--- config.mk ---
export PLATFORM = sky130hd
export DESIGN_NAME = morse_keying_encoder_core_flat
export DESIGN_NICKNAME = d
export VERILOG_FILES = /design/src/hw/rtl/mke_pkg.sv /design/src/hw/rtl/mke_if.sv /design/src/hw/rtl/mke_front.sv /design/src/hw/rtl/mke_fifo.sv /design/src/hw/rtl/mke_back.sv /design/src/hw/rtl/morse_keying_encoder_core.sv /design/src/flat_wrapper.sv
export SDC_FILE = /design/constraint.sdc
export NUM_CORES = 1
export LEC_CHECK = 0
export ABC_AREA = 0
export CORE_UTILIZATION = 60
export CTS_BUF_LIST = sky130_fd_sc_hd__clkbuf_4 sky130_fd_sc_hd__clkbuf_8 sky130_fd_sc_hd__clkbuf_16
export DETAILED_ROUTE_END_ITERATION = 8
export DONT_BUFFER_PORTS = 1
export GPL_ROUTABILITY_DRIVEN = 0
export MAX_ROUTING_LAYER = met4
export PLACE_DENSITY = 0.76
export SYNTH_ARGS = -nofsm -noshare
export SYNTH_HDL_FRONTEND = slang
export SYNTH_SLANG_ARGS = --single-unit
export TNS_END_PERCENT = 10
--- constraint.sdc ---
create_clock -name clk -period 6.45 [get_ports clk]
set_clock_uncertainty 0.05 [all_clocks]
set_input_delay 1.29 -clock clk [delete_from_list [all_inputs] [get_ports clk]]
set_output_delay 1.29 -clock clk [all_outputs]
set_load 0.02 [all_outputs]
--- src/hw/rtl/mke_pkg.sv ---
`default_nettype none
package mke_pkg;

  // widest keying pattern (digit zero) in time units
  localparam int unsigned MaxUnits = 19;
  localparam int unsigned LenW     = $clog2(MaxUnits + 1);
  localparam int unsigned IdxW     = $clog2(MaxUnits);

  // one queued character: pattern right-aligned, first unit at bit len-1
  typedef struct packed {
    logic [MaxUnits-1:0] pat;
    logic [LenW-1:0]     len;
  } mke_item_t;

  typedef struct packed {
    logic      known;
    mke_item_t item;
  } mke_sym_t;

  typedef struct packed {
    logic full;
    logic empty;
  } mke_q_stat_t;

  typedef enum logic {
    ST_IDLE,
    ST_EMIT
  } mke_state_t;

  function automatic mke_sym_t mk_sym(input logic [LenW-1:0] len,
                                      input logic [MaxUnits-1:0] pat);
    mke_sym_t s;
    s.known    = 1'b1;
    s.item.pat = pat;
    s.item.len = len;
    return s;
  endfunction

  // character code to keying pattern
  function automatic mke_sym_t sym_lookup(input logic [7:0] code);
    mke_sym_t s;
    s = '0;
    unique case (code)
      8'h20: s = mk_sym(5'd7,  19'b0000000);             // word gap
      8'h5F: s = mk_sym(5'd3,  19'b000);                 // letter gap
      8'h41: s = mk_sym(5'd5,  19'b10111);
      8'h42: s = mk_sym(5'd9,  19'b111010101);
      8'h43: s = mk_sym(5'd11, 19'b11101011101);
      8'h44: s = mk_sym(5'd7,  19'b1110101);
      8'h45: s = mk_sym(5'd1,  19'b1);
      8'h46: s = mk_sym(5'd9,  19'b101011101);
      8'h47: s = mk_sym(5'd9,  19'b111011101);
      8'h48: s = mk_sym(5'd7,  19'b1010101);
      8'h49: s = mk_sym(5'd3,  19'b101);
      8'h4A: s = mk_sym(5'd13, 19'b1011101110111);
      8'h4B: s = mk_sym(5'd9,  19'b111010111);
      8'h4C: s = mk_sym(5'd9,  19'b101110101);
      8'h4D: s = mk_sym(5'd7,  19'b1110111);
      8'h4E: s = mk_sym(5'd5,  19'b11101);
      8'h4F: s = mk_sym(5'd11, 19'b11101110111);
      8'h50: s = mk_sym(5'd11, 19'b10111011101);
      8'h51: s = mk_sym(5'd13, 19'b1110111010111);
      8'h52: s = mk_sym(5'd7,  19'b1011101);
      8'h53: s = mk_sym(5'd5,  19'b10101);
      8'h54: s = mk_sym(5'd3,  19'b111);
      8'h55: s = mk_sym(5'd7,  19'b1010111);
      8'h56: s = mk_sym(5'd9,  19'b101010111);
      8'h57: s = mk_sym(5'd9,  19'b101110111);
      8'h58: s = mk_sym(5'd11, 19'b11101010111);
      8'h59: s = mk_sym(5'd13, 19'b1110101110111);
      8'h5A: s = mk_sym(5'd11, 19'b11101110101);
      8'h30: s = mk_sym(5'd19, 19'b1110111011101110111);
      8'h31: s = mk_sym(5'd17, 19'b10111011101110111);
      8'h32: s = mk_sym(5'd15, 19'b101011101110111);
      8'h33: s = mk_sym(5'd13, 19'b1010101110111);
      8'h34: s = mk_sym(5'd11, 19'b10101010111);
      8'h35: s = mk_sym(5'd9,  19'b101010101);
      8'h36: s = mk_sym(5'd11, 19'b11101010101);
      8'h37: s = mk_sym(5'd13, 19'b1110111010101);
      8'h38: s = mk_sym(5'd15, 19'b111011101110101);
      8'h39: s = mk_sym(5'd17, 19'b11101110111011101);
      default: s = '0;
    endcase
    return s;
  endfunction

endpackage
`default_nettype wire

--- src/hw/rtl/mke_if.sv ---
`default_nettype none
interface mke_in_if;
  logic       valid;
  logic       ready;
  logic [7:0] char_code;

  modport source (output valid, output char_code, input ready);
  modport sink   (input valid, input char_code, output ready);
endinterface

interface mke_out_if;
  logic valid;
  logic ready;
  logic key_on;
  logic last_unit;

  modport source (output valid, output key_on, output last_unit, input ready);
  modport sink   (input valid, input key_on, input last_unit, output ready);
endinterface
`default_nettype wire

--- src/hw/rtl/mke_front.sv ---
`default_nettype none
module mke_front (
  mke_in_if.sink             in_ch,
  input  mke_pkg::mke_q_stat_t q_stat,
  output logic               push,
  output mke_pkg::mke_item_t push_item
);
  import mke_pkg::*;

  mke_sym_t sym;

  assign sym       = sym_lookup(in_ch.char_code);
  assign in_ch.ready = !q_stat.full;
  // unknown codes are taken and dropped
  assign push      = in_ch.valid && !q_stat.full && sym.known;
  assign push_item = sym.item;

endmodule
`default_nettype wire

--- src/hw/rtl/mke_fifo.sv ---
`default_nettype none
module mke_fifo (
  input  logic                 clk,
  input  logic                 rst_n,
  input  logic                 push,
  input  mke_pkg::mke_item_t   push_item,
  input  logic                 pop,
  output mke_pkg::mke_item_t   pop_item,
  output mke_pkg::mke_q_stat_t q_stat
);
  import mke_pkg::*;

  // two entries
  mke_item_t  mem_r [2];
  logic       wr_ptr_r, wr_ptr_nxt;
  logic       rd_ptr_r, rd_ptr_nxt;
  logic [1:0] cnt_r, cnt_nxt;
  logic       do_push, do_pop;

  assign q_stat.full  = (cnt_r == 2'd2);
  assign q_stat.empty = (cnt_r == 2'd0);
  assign do_push      = push && !q_stat.full;
  assign do_pop       = pop && !q_stat.empty;
  assign pop_item     = mem_r[rd_ptr_r];

  always_comb begin
    wr_ptr_nxt = do_push ? !wr_ptr_r : wr_ptr_r;
    rd_ptr_nxt = do_pop ? !rd_ptr_r : rd_ptr_r;
    cnt_nxt    = cnt_r;
    if (do_push && !do_pop) begin
      cnt_nxt = cnt_r + 2'd1;
    end else if (do_pop && !do_push) begin
      cnt_nxt = cnt_r - 2'd1;
    end
  end

  always_ff @(posedge clk) begin
    if (!rst_n) begin
      wr_ptr_r <= 1'b0;
      rd_ptr_r <= 1'b0;
      cnt_r    <= 2'd0;
    end else begin
      wr_ptr_r <= wr_ptr_nxt;
      rd_ptr_r <= rd_ptr_nxt;
      cnt_r    <= cnt_nxt;
    end
  end

  always_ff @(posedge clk) begin
    if (do_push) begin
      mem_r[wr_ptr_r] <= push_item;
    end
  end

endmodule
`default_nettype wire

--- src/hw/rtl/mke_back.sv ---
`default_nettype none
module mke_back (
  input  logic                 clk,
  input  logic                 rst_n,
  input  mke_pkg::mke_q_stat_t q_stat,
  input  mke_pkg::mke_item_t   pop_item,
  output logic                 pop,
  mke_out_if.source            out_ch
);
  import mke_pkg::*;

  mke_state_t          state_r, state_nxt;
  logic [MaxUnits-1:0] pat_r, pat_nxt;
  logic [LenW-1:0]     cnt_r, cnt_nxt;
  logic                out_valid_r, out_valid_nxt;
  logic                key_r, key_nxt;
  logic                last_r, last_nxt;
  logic                slot_free;
  logic                emit;
  logic [LenW-1:0]     idx;

  assign slot_free = !out_valid_r || out_ch.ready;
  assign idx       = cnt_r - LenW'(1);

  // next state
  always_comb begin
    state_nxt = state_r;
    unique case (state_r)
      ST_IDLE: begin
        if (!q_stat.empty) begin
          state_nxt = ST_EMIT;
        end
      end
      ST_EMIT: begin
        if (slot_free && cnt_r == LenW'(1)) begin
          state_nxt = ST_IDLE;
        end
      end
      default: state_nxt = ST_IDLE;
    endcase
  end

  // outputs
  always_comb begin
    pop  = 1'b0;
    emit = 1'b0;
    unique case (state_r)
      ST_IDLE: pop  = !q_stat.empty;
      ST_EMIT: emit = slot_free;
      default: begin
        pop  = 1'b0;
        emit = 1'b0;
      end
    endcase
  end

  always_comb begin
    pat_nxt       = pat_r;
    cnt_nxt       = cnt_r;
    out_valid_nxt = out_valid_r;
    key_nxt       = key_r;
    last_nxt      = last_r;
    if (out_valid_r && out_ch.ready) begin
      out_valid_nxt = 1'b0;
    end
    if (pop) begin
      pat_nxt = pop_item.pat;
      cnt_nxt = pop_item.len;
    end
    if (emit) begin
      out_valid_nxt = 1'b1;
      key_nxt       = pat_r[idx[IdxW-1:0]];
      last_nxt      = (cnt_r == LenW'(1));
      cnt_nxt       = cnt_r - LenW'(1);
    end
  end

  always_ff @(posedge clk) begin
    if (!rst_n) begin
      state_r     <= ST_IDLE;
      out_valid_r <= 1'b0;
      cnt_r       <= '0;
    end else begin
      state_r     <= state_nxt;
      out_valid_r <= out_valid_nxt;
      cnt_r       <= cnt_nxt;
    end
  end

  always_ff @(posedge clk) begin
    pat_r  <= pat_nxt;
    key_r  <= key_nxt;
    last_r <= last_nxt;
  end

  assign out_ch.valid     = out_valid_r;
  assign out_ch.key_on    = key_r;
  assign out_ch.last_unit = last_r;

endmodule
`default_nettype wire

--- src/hw/rtl/morse_keying_encoder_core.sv ---
`default_nettype none
// morse keying encoder
// in_ch carries one ascii character per request (space, underscore, A-Z, 0-9);
// out_ch answers with the keying pattern, one time unit per request:
// key_on is carrier on/off for that unit, last_unit marks the final unit
// dot is one on unit, dash three, elements split by one off unit;
// space gives seven off units, underscore three; other codes are
// accepted and dropped with no output
// front end looks the character up and pushes it into a two-entry queue;
// back end pulls one entry in its idle state, then plays one unit per cycle
// from its output register when the receiver never stalls; the first unit
// passes through the queue, the back end's pattern register and the
// output register on its way from the input request
// in_ch.ready drops only when the queue is full, so up to two characters
// can wait while the back end plays out; a stall on out_ch holds the
// current unit in the output register and the back end waits with it
// synchronous active-low reset empties the queue and the output register
module morse_keying_encoder_core (
  input  logic      clk,
  input  logic      rst_n,
  mke_in_if.sink    in_ch,
  mke_out_if.source out_ch
);
  import mke_pkg::*;

  mke_q_stat_t q_stat;
  mke_item_t   push_item;
  mke_item_t   pop_item;
  logic        push;
  logic        pop;

  // character lookup
  mke_front u_front (
    .in_ch     (in_ch),
    .q_stat    (q_stat),
    .push      (push),
    .push_item (push_item)
  );

  // decouples lookup from playback
  mke_fifo u_fifo (
    .clk       (clk),
    .rst_n     (rst_n),
    .push      (push),
    .push_item (push_item),
    .pop       (pop),
    .pop_item  (pop_item),
    .q_stat    (q_stat)
  );

  // unit-by-unit playback
  mke_back u_back (
    .clk      (clk),
    .rst_n    (rst_n),
    .q_stat   (q_stat),
    .pop_item (pop_item),
    .pop      (pop),
    .out_ch   (out_ch)
  );

endmodule
`default_nettype wire

--- src/flat_wrapper.sv ---
// flat-port wrapper written by rule: the top's interface ports become plain ports
module morse_keying_encoder_core_flat import mke_pkg::*;
  (clk, rst_n, in_ch_valid, in_ch_char_code, in_ch_ready, out_ch_valid, out_ch_key_on, out_ch_last_unit, out_ch_ready);
  mke_in_if in_ch_i ();
  mke_out_if out_ch_i ();
  input  logic clk;
  input  logic rst_n;
  input wire logic [$bits(in_ch_i.valid)-1:0] in_ch_valid;
  input wire logic [$bits(in_ch_i.char_code)-1:0] in_ch_char_code;
  output wire logic [$bits(in_ch_i.ready)-1:0] in_ch_ready;
  output wire logic [$bits(out_ch_i.valid)-1:0] out_ch_valid;
  output wire logic [$bits(out_ch_i.key_on)-1:0] out_ch_key_on;
  output wire logic [$bits(out_ch_i.last_unit)-1:0] out_ch_last_unit;
  input wire logic [$bits(out_ch_i.ready)-1:0] out_ch_ready;
  assign in_ch_i.valid = in_ch_valid;
  assign in_ch_i.char_code = in_ch_char_code;
  assign in_ch_ready = in_ch_i.ready;
  assign out_ch_valid = out_ch_i.valid;
  assign out_ch_key_on = out_ch_i.key_on;
  assign out_ch_last_unit = out_ch_i.last_unit;
  assign out_ch_i.ready = out_ch_ready;
  morse_keying_encoder_core u_core (.clk(clk), .rst_n(rst_n), .in_ch(in_ch_i), .out_ch(out_ch_i));
endmodule
Word level (Yosys, flattened, before mapping)
Memories as Yosys holds them, arrays and structs flattened. A register that Yosys moved wholly into a read port is not among the register bits.
Cells that the tools add are included.
Word-level totals
  register bits after elaboration: 32
  RAM bits: 48
  ROM bits: 3200
  input port bits: 12
  output and inout bits: 4
  word-level logic and storage cells: 56
  memories: 2
Cells by class
  $add $sub $neg: 3
  magnitude comparators: 1
  equal/unequal tests: 2
  mux-type cells: 18
  bitwise logic cells: 1
  reduce and logical (&&, ||, !) cells: 20
Memory list
  (no name shown): words 128, width 25, rd ports 1, clocked after memory_dff 0, write ports 0, RTL line mke_pkg.sv:43  | unique case (code)
  u_core.u_fifo.mem_r: words 2, width 24, rd ports 1, clocked after memory_dff 1, write ports 1, RTL line mke_fifo.sv:14  | mke_item_t mem_r [2];
Operators with widths (number)
  25-bit two-way mux: 1
  1-bit two-way mux: 11
  5-bit two-way mux: 2
  1-bit logical AND: 8
  1-bit zero test: 7
  5-bit by 6-bit less-than comparator with 1-bit output, second input constant: 1
  2-bit nonzero test: 3
  1-bit binary-select mux with 5-bit select: 1
  5-bit by 1-bit equality test with 1-bit output, second input constant: 1
  5-bit by 1-bit subtractor with 5-bit output, second input constant: 1
  2-bit two-way mux: 2
  2-bit by 1-bit adder with 2-bit output, second input constant: 1
  2-bit equality test, second input constant: 1
  2-bit zero test: 1
  1-bit case mux with 2 select lines: 1
  2-bit by 1-bit subtractor with 2-bit output, second input constant: 1
  1-bit logical OR: 1
  1-bit inverter: 1

Longest topological paths before layout
  word-level depth: 9
  mapped depth: 11
  gate-level depth less buffers: 10

Hierarchy
From an unflattened synthesis, not the netlist that was laid out.
Unflattened totals
  cell total of the unflattened synthesis: 372
  area total of the unflattened synthesis: 4434.3 sq um
By module, submodules not included
  mke_fifo: times used 1, cells an instance 100, area an instance 1960.6 sq um
  mke_back: times used 1, cells an instance 94, area an instance 1255.0 sq um
  mke_front: times used 1, cells an instance 178, area an instance 1218.7 sq um

Least setup slack after synthesis
OpenSTA, ideal clock, no wires.
  path type: input port to flip-flop
  start point: input port in_ch_char_code[1]
  end point: memory u_core.u_fifo.mem_r[1][0] in the netlist's numbering, enable pin
  library setup time: 0.381 ns
  data arrival time: 3.170 ns
  data required time: 6.019 ns
  slack: 2.849 ns
  stages on the path: 7
  path buffers: 0
  cells stage by stage: inv_1 ha_1 nor2b_1 a221o_1 a221oi_2 and3_4 and2_1
On the way
  cells in the longest elaborated chain, start to end: 6
Ends and longest elaborated chain
  from (decl): RTL line flat_wrapper.sv:9  | input wire logic [$bits(in_ch_i.char_code)-1:0] in_ch_char_code;
  memory read 128 x 25 bit
  25-bit two-way mux: RTL line mke_pkg.sv:43
  1-bit logical AND: RTL line mke_front.sv:15  | assign push = in_ch.valid && !q_stat.full && sym.known;
  1-bit logical AND: RTL line mke_fifo.sv:22  | assign do_push = push && !q_stat.full;
  net u_core.u_fifo.do_push: RTL line mke_fifo.sv:18  | logic do_push, do_pop;
  1-bit two-way mux: RTL line mke_fifo.sv:50  | if (do_push) begin
  1-bit two-way mux (implied by the code): RTL line mke_fifo.sv:51  | mem_r[wr_ptr_r] <= push_item;
  to (decl): RTL line mke_fifo.sv:14
The timed path passes the listed nets, and every way through them passes these cells.

Worst setup path in the final report
  start point: input port in_ch_char_code[1]
  end point: memory u_core.u_fifo.mem_r[1][14] in the netlist's numbering, enable pin
Same word-level chain as after synthesis.

==> flow_metrics.env <==
export IMPL_outcome="finished, final reports clean"
export IMPL_final_min_clock_period_ps=3814
export IMPL_crit_fanout=22
export IMPL_postSynthCellCount=345
export IMPL_ctsRootBufferMaster="sky130_fd_sc_hd__clkbuf_8"
export IMPL_hold_start="u_core.u_fifo.wr_ptr_r"
export IMPL_syn_mean_instance_area_sq_um=11.44
export IMPL_tritoncts="done"
export IMPL_clock_sink_count=76
export IMPL_netlist_top_cells_area="sky130_fd_sc_hd__edfxtp_1 49%, sky130_fd_sc_hd__mux2_2 6.3%, sky130_fd_sc_hd__dfxtp_1 6.1%, sky130_fd_sc_hd__a21oi_1 4.2%, sky130_fd_sc_hd__ha_1 3.5%"
export IMPL_std_cell_rows=29
export IMPL_synth_warning_count=0
export IMPL_via_count=2592
export IMPL_area_delta_synth_final_pct=5.832
export IMPL_hold_viol=0
export IMPL_slew_headroom=0.3057
export IMPL_clock_tree_buffer_depth=2
export IMPL_ctsHoldBuffers=0
export IMPL_timing_critical_path_to_type="flop"
export IMPL_pin_count_of_the_biggest_net_entering_global_routing=37
export IMPL_hold_path_class="flop to flop"
export IMPL_final_net_count=359
export IMPL_timing_critical_path_from_type="input port"
export IMPL_ios=16
export IMPL_worst_ir_drop_vdd_uv=304.4
export IMPL_max_freq_ghz=0.2622
export IMPL_fraction_of_final_layout_cells_with_drive_strength_greater_than_1=0.1349
export IMPL_antenna_violations_before_repair=0
export IMPL_die_width_um=83.11
export IMPL_dr_vias_cell=6.201
export IMPL_async_reset_ff_frac=0
export IMPL_synth_edff_count=64
export IMPL_clk_pin_slew_ps=80
export IMPL_netlist_area_leader_share=0.4868
export IMPL_grt_util_met1=0.2950
export IMPL_final_core_util=0.6579
export IMPL_unrepaired_setup_endpoints_after_global_routing="false"
export IMPL_final_common_cell="sky130_fd_sc_hd__edfxtp_1"
export IMPL_drc_errors=0
export IMPL_drt_pass1_iterations=5
export IMPL_cts_resized=0
export IMPL_antenna_cells=0
export IMPL_power_per_cell_area_mw_per_mm2=364.1
export IMPL_place_port_buffers=0
export IMPL_timing_max_transition_violations_final=0
export IMPL_worst_pin_slew_ps=1040
export IMPL_die_h_um=83.11
export IMPL_pre_cts_ws_ps=2293
export IMPL_r2r_start="u_core.u_back.cnt_r[0]"
export IMPL_maxCapViolations=0
export IMPL_critPathArrivalTime_ps=3720
export IMPL_yosysTopAreaCell="sky130_fd_sc_hd__edfxtp_1"
export IMPL_grt_overflow_total=0
export IMPL_total_leakage_power_uw=0.001449
export IMPL_routed_wire_length_per_instance_um=17.85
export IMPL_min_period_over_period=0.5913
export IMPL_number_of_drc_markers_in_iteration_0=167
export IMPL_final_setup_worst_slack_ps=2636
export IMPL_grt_util_met3=0.04473
export IMPL_grt_util_met2=0.3651
export IMPL_cts_buffers_inserted=9
export IMPL_first_pass_grt_wire_length_mm=12.41
export IMPL_rr_worst_depth=6
export IMPL_clk_insertion_delay_late_ps=340
export IMPL_start_util=0.6217
export IMPL_dominantRegCellSynth="sky130_fd_sc_hd__edfxtp_1"
export IMPL_via_count_of_the_first_global_routing_pass=2586
export IMPL_post_cts_setup_buffers=0
export IMPL_timing_hold_worst_path_depth=2
export IMPL_worst_ep_required_time_ps=6360
export IMPL_grt_busiest_layer="met2"
export IMPL_htreeDepth=3
export IMPL_cell_area_synth_sq_mm=0.003948
export IMPL_mostFrequentLayoutCells="64 x sky130_fd_sc_hd__edfxtp_1, 36 x sky130_fd_sc_hd__nor2_1, 33 x sky130_fd_sc_hd__a21oi_1"
export IMPL_core_area_sq_mm=0.006350
export IMPL_die_area_sq_mm=0.006907
export IMPL_ys_types=51
export IMPL_postSynthNetCount=368
export IMPL_setup_tns_final_ps=0
export IMPL_critPathLaunch="in_ch_char_code[1]"
export IMPL_drt_total_wl_mm=7.463
export IMPL_fill_cells=478
export IMPL_yosys_register_bits=76
export IMPL_setup_violations_final=0
export IMPL_drt_antenna_violating_nets=0
export IMPL_track_usage=0.2394
export IMPL_post_dp_hpwl_mm=5.143
export IMPL_criticalPathCategory="input port to flop"
export IMPL_ys_seq_area_frac=0.5477
==> per-layer routing <==
| metal | vias to the layer above | wire (um) |
|---|---|---|
| li1 | 1266 | - |
| met1 | 1227 | 3285 |
| met2 | 77 | 3632 |
| met3 | 22 | 292 |
| met4 | 0 | 252 |
| met5 | - | 0 |
==> synthesized netlist by cell type, drive strengths merged (5+ instances only) <==
cell type / n
mux4: 5
xor2: 5
inv: 14
dfxtp: 12
or3: 5
edfxtp: 64
buf: 10
nand2b: 7
nand2: 25
clkbuf: 10
mux2: 22
mux2i: 11
a21oi: 33
nor2: 36
ha: 11
nor3: 5
o21ai: 14
==> power breakdown <==
group | leakage, uW | switching [uW] | internal [uW]
logic | 0.000647 | 203 | 200
clock network | 0.000110 | 173 | 220
registers | 0.000691 | 79.5 | 645
==> flip-flops by register name (all words and copies together), names as in the netlist, named ones only <==
signal                          flops
u_core.u_back.pat_r                18
u_core.u_back.state_r               1
u_core.u_back.out_ch.last_unit      1
u_core.u_back.cnt_r                 5
u_core.u_back.out_ch.valid          1
u_core.u_fifo.mem_r                44
u_core.u_fifo.cnt_r                 2
u_core.u_fifo.rd_ptr_r              1
u_core.u_fifo.wr_ptr_r              1
u_core.u_back.out_ch.key_on         1
==> cell families after synthesis <==
| kind of cell | synth area share |
|---|---|
| multiplexers | 0.1192 |
| XOR/XNOR | 0.01331 |
| AND/OR/NAND/NOR | 0.1138 |
| buffers and inverters | 0.03581 |
| AO/OA/AOI/OAI | 0.1353 |
| adder cells (fa/ha/maj) | 0.03486 |
| flip-flops | 0.5477 |
==> worst max-delay path, stage by stage <==
cell,delay [ps]
sky130_fd_sc_hd__inv_1,80
sky130_fd_sc_hd__ha_1,350
sky130_fd_sc_hd__nor2b_1,200
sky130_fd_sc_hd__a221o_1,350
sky130_fd_sc_hd__a221oi_2,380
sky130_fd_sc_hd__and3_4,270
sky130_fd_sc_hd__and2_1,790
==> metrics by stage <==
step / hold slack, ps / instance area, sq um / cells / power, uW
4_1_cts: 436.8 / 4178 / 418 / 1533
2_1_floorplan: 396.9 / 3948 / 345 / 1058
3_3_place_gp: 416.3 / 3955 / 402 / 1124
5_1_grt: 472.1 / 4178 / 418 / 1602
3_5_place_dp: 427.3 / 3955 / 402 / 1138
6_report: 434.1 / 4178 / 418 / 1521
==> path summary, 6_finish.rpt <==
check / to / slack (ps)
worst max-delay path: u_core.u_fifo.mem_r[1][14] / 2640
worst min-delay path: u_core.u_fifo.wr_ptr_r / 430
worst max register to register: u_core.u_back.out_ch.key_on / 4050
worst min register to register: u_core.u_fifo.wr_ptr_r / 430
==> cell type report <==
type,count,area [sq um],area share
Inverter,14,52.55,0.01258
Sequential cell,76,2162,0.5175
Tap cell,77,96.34,0.02306
Clock buffer,9,123.9,0.02965
Clock inverter,7,98.84,0.02366
Multi-Input combinational cell,235,1644,0.3935
No activity file was read; power rests on OpenSTA's default activity.
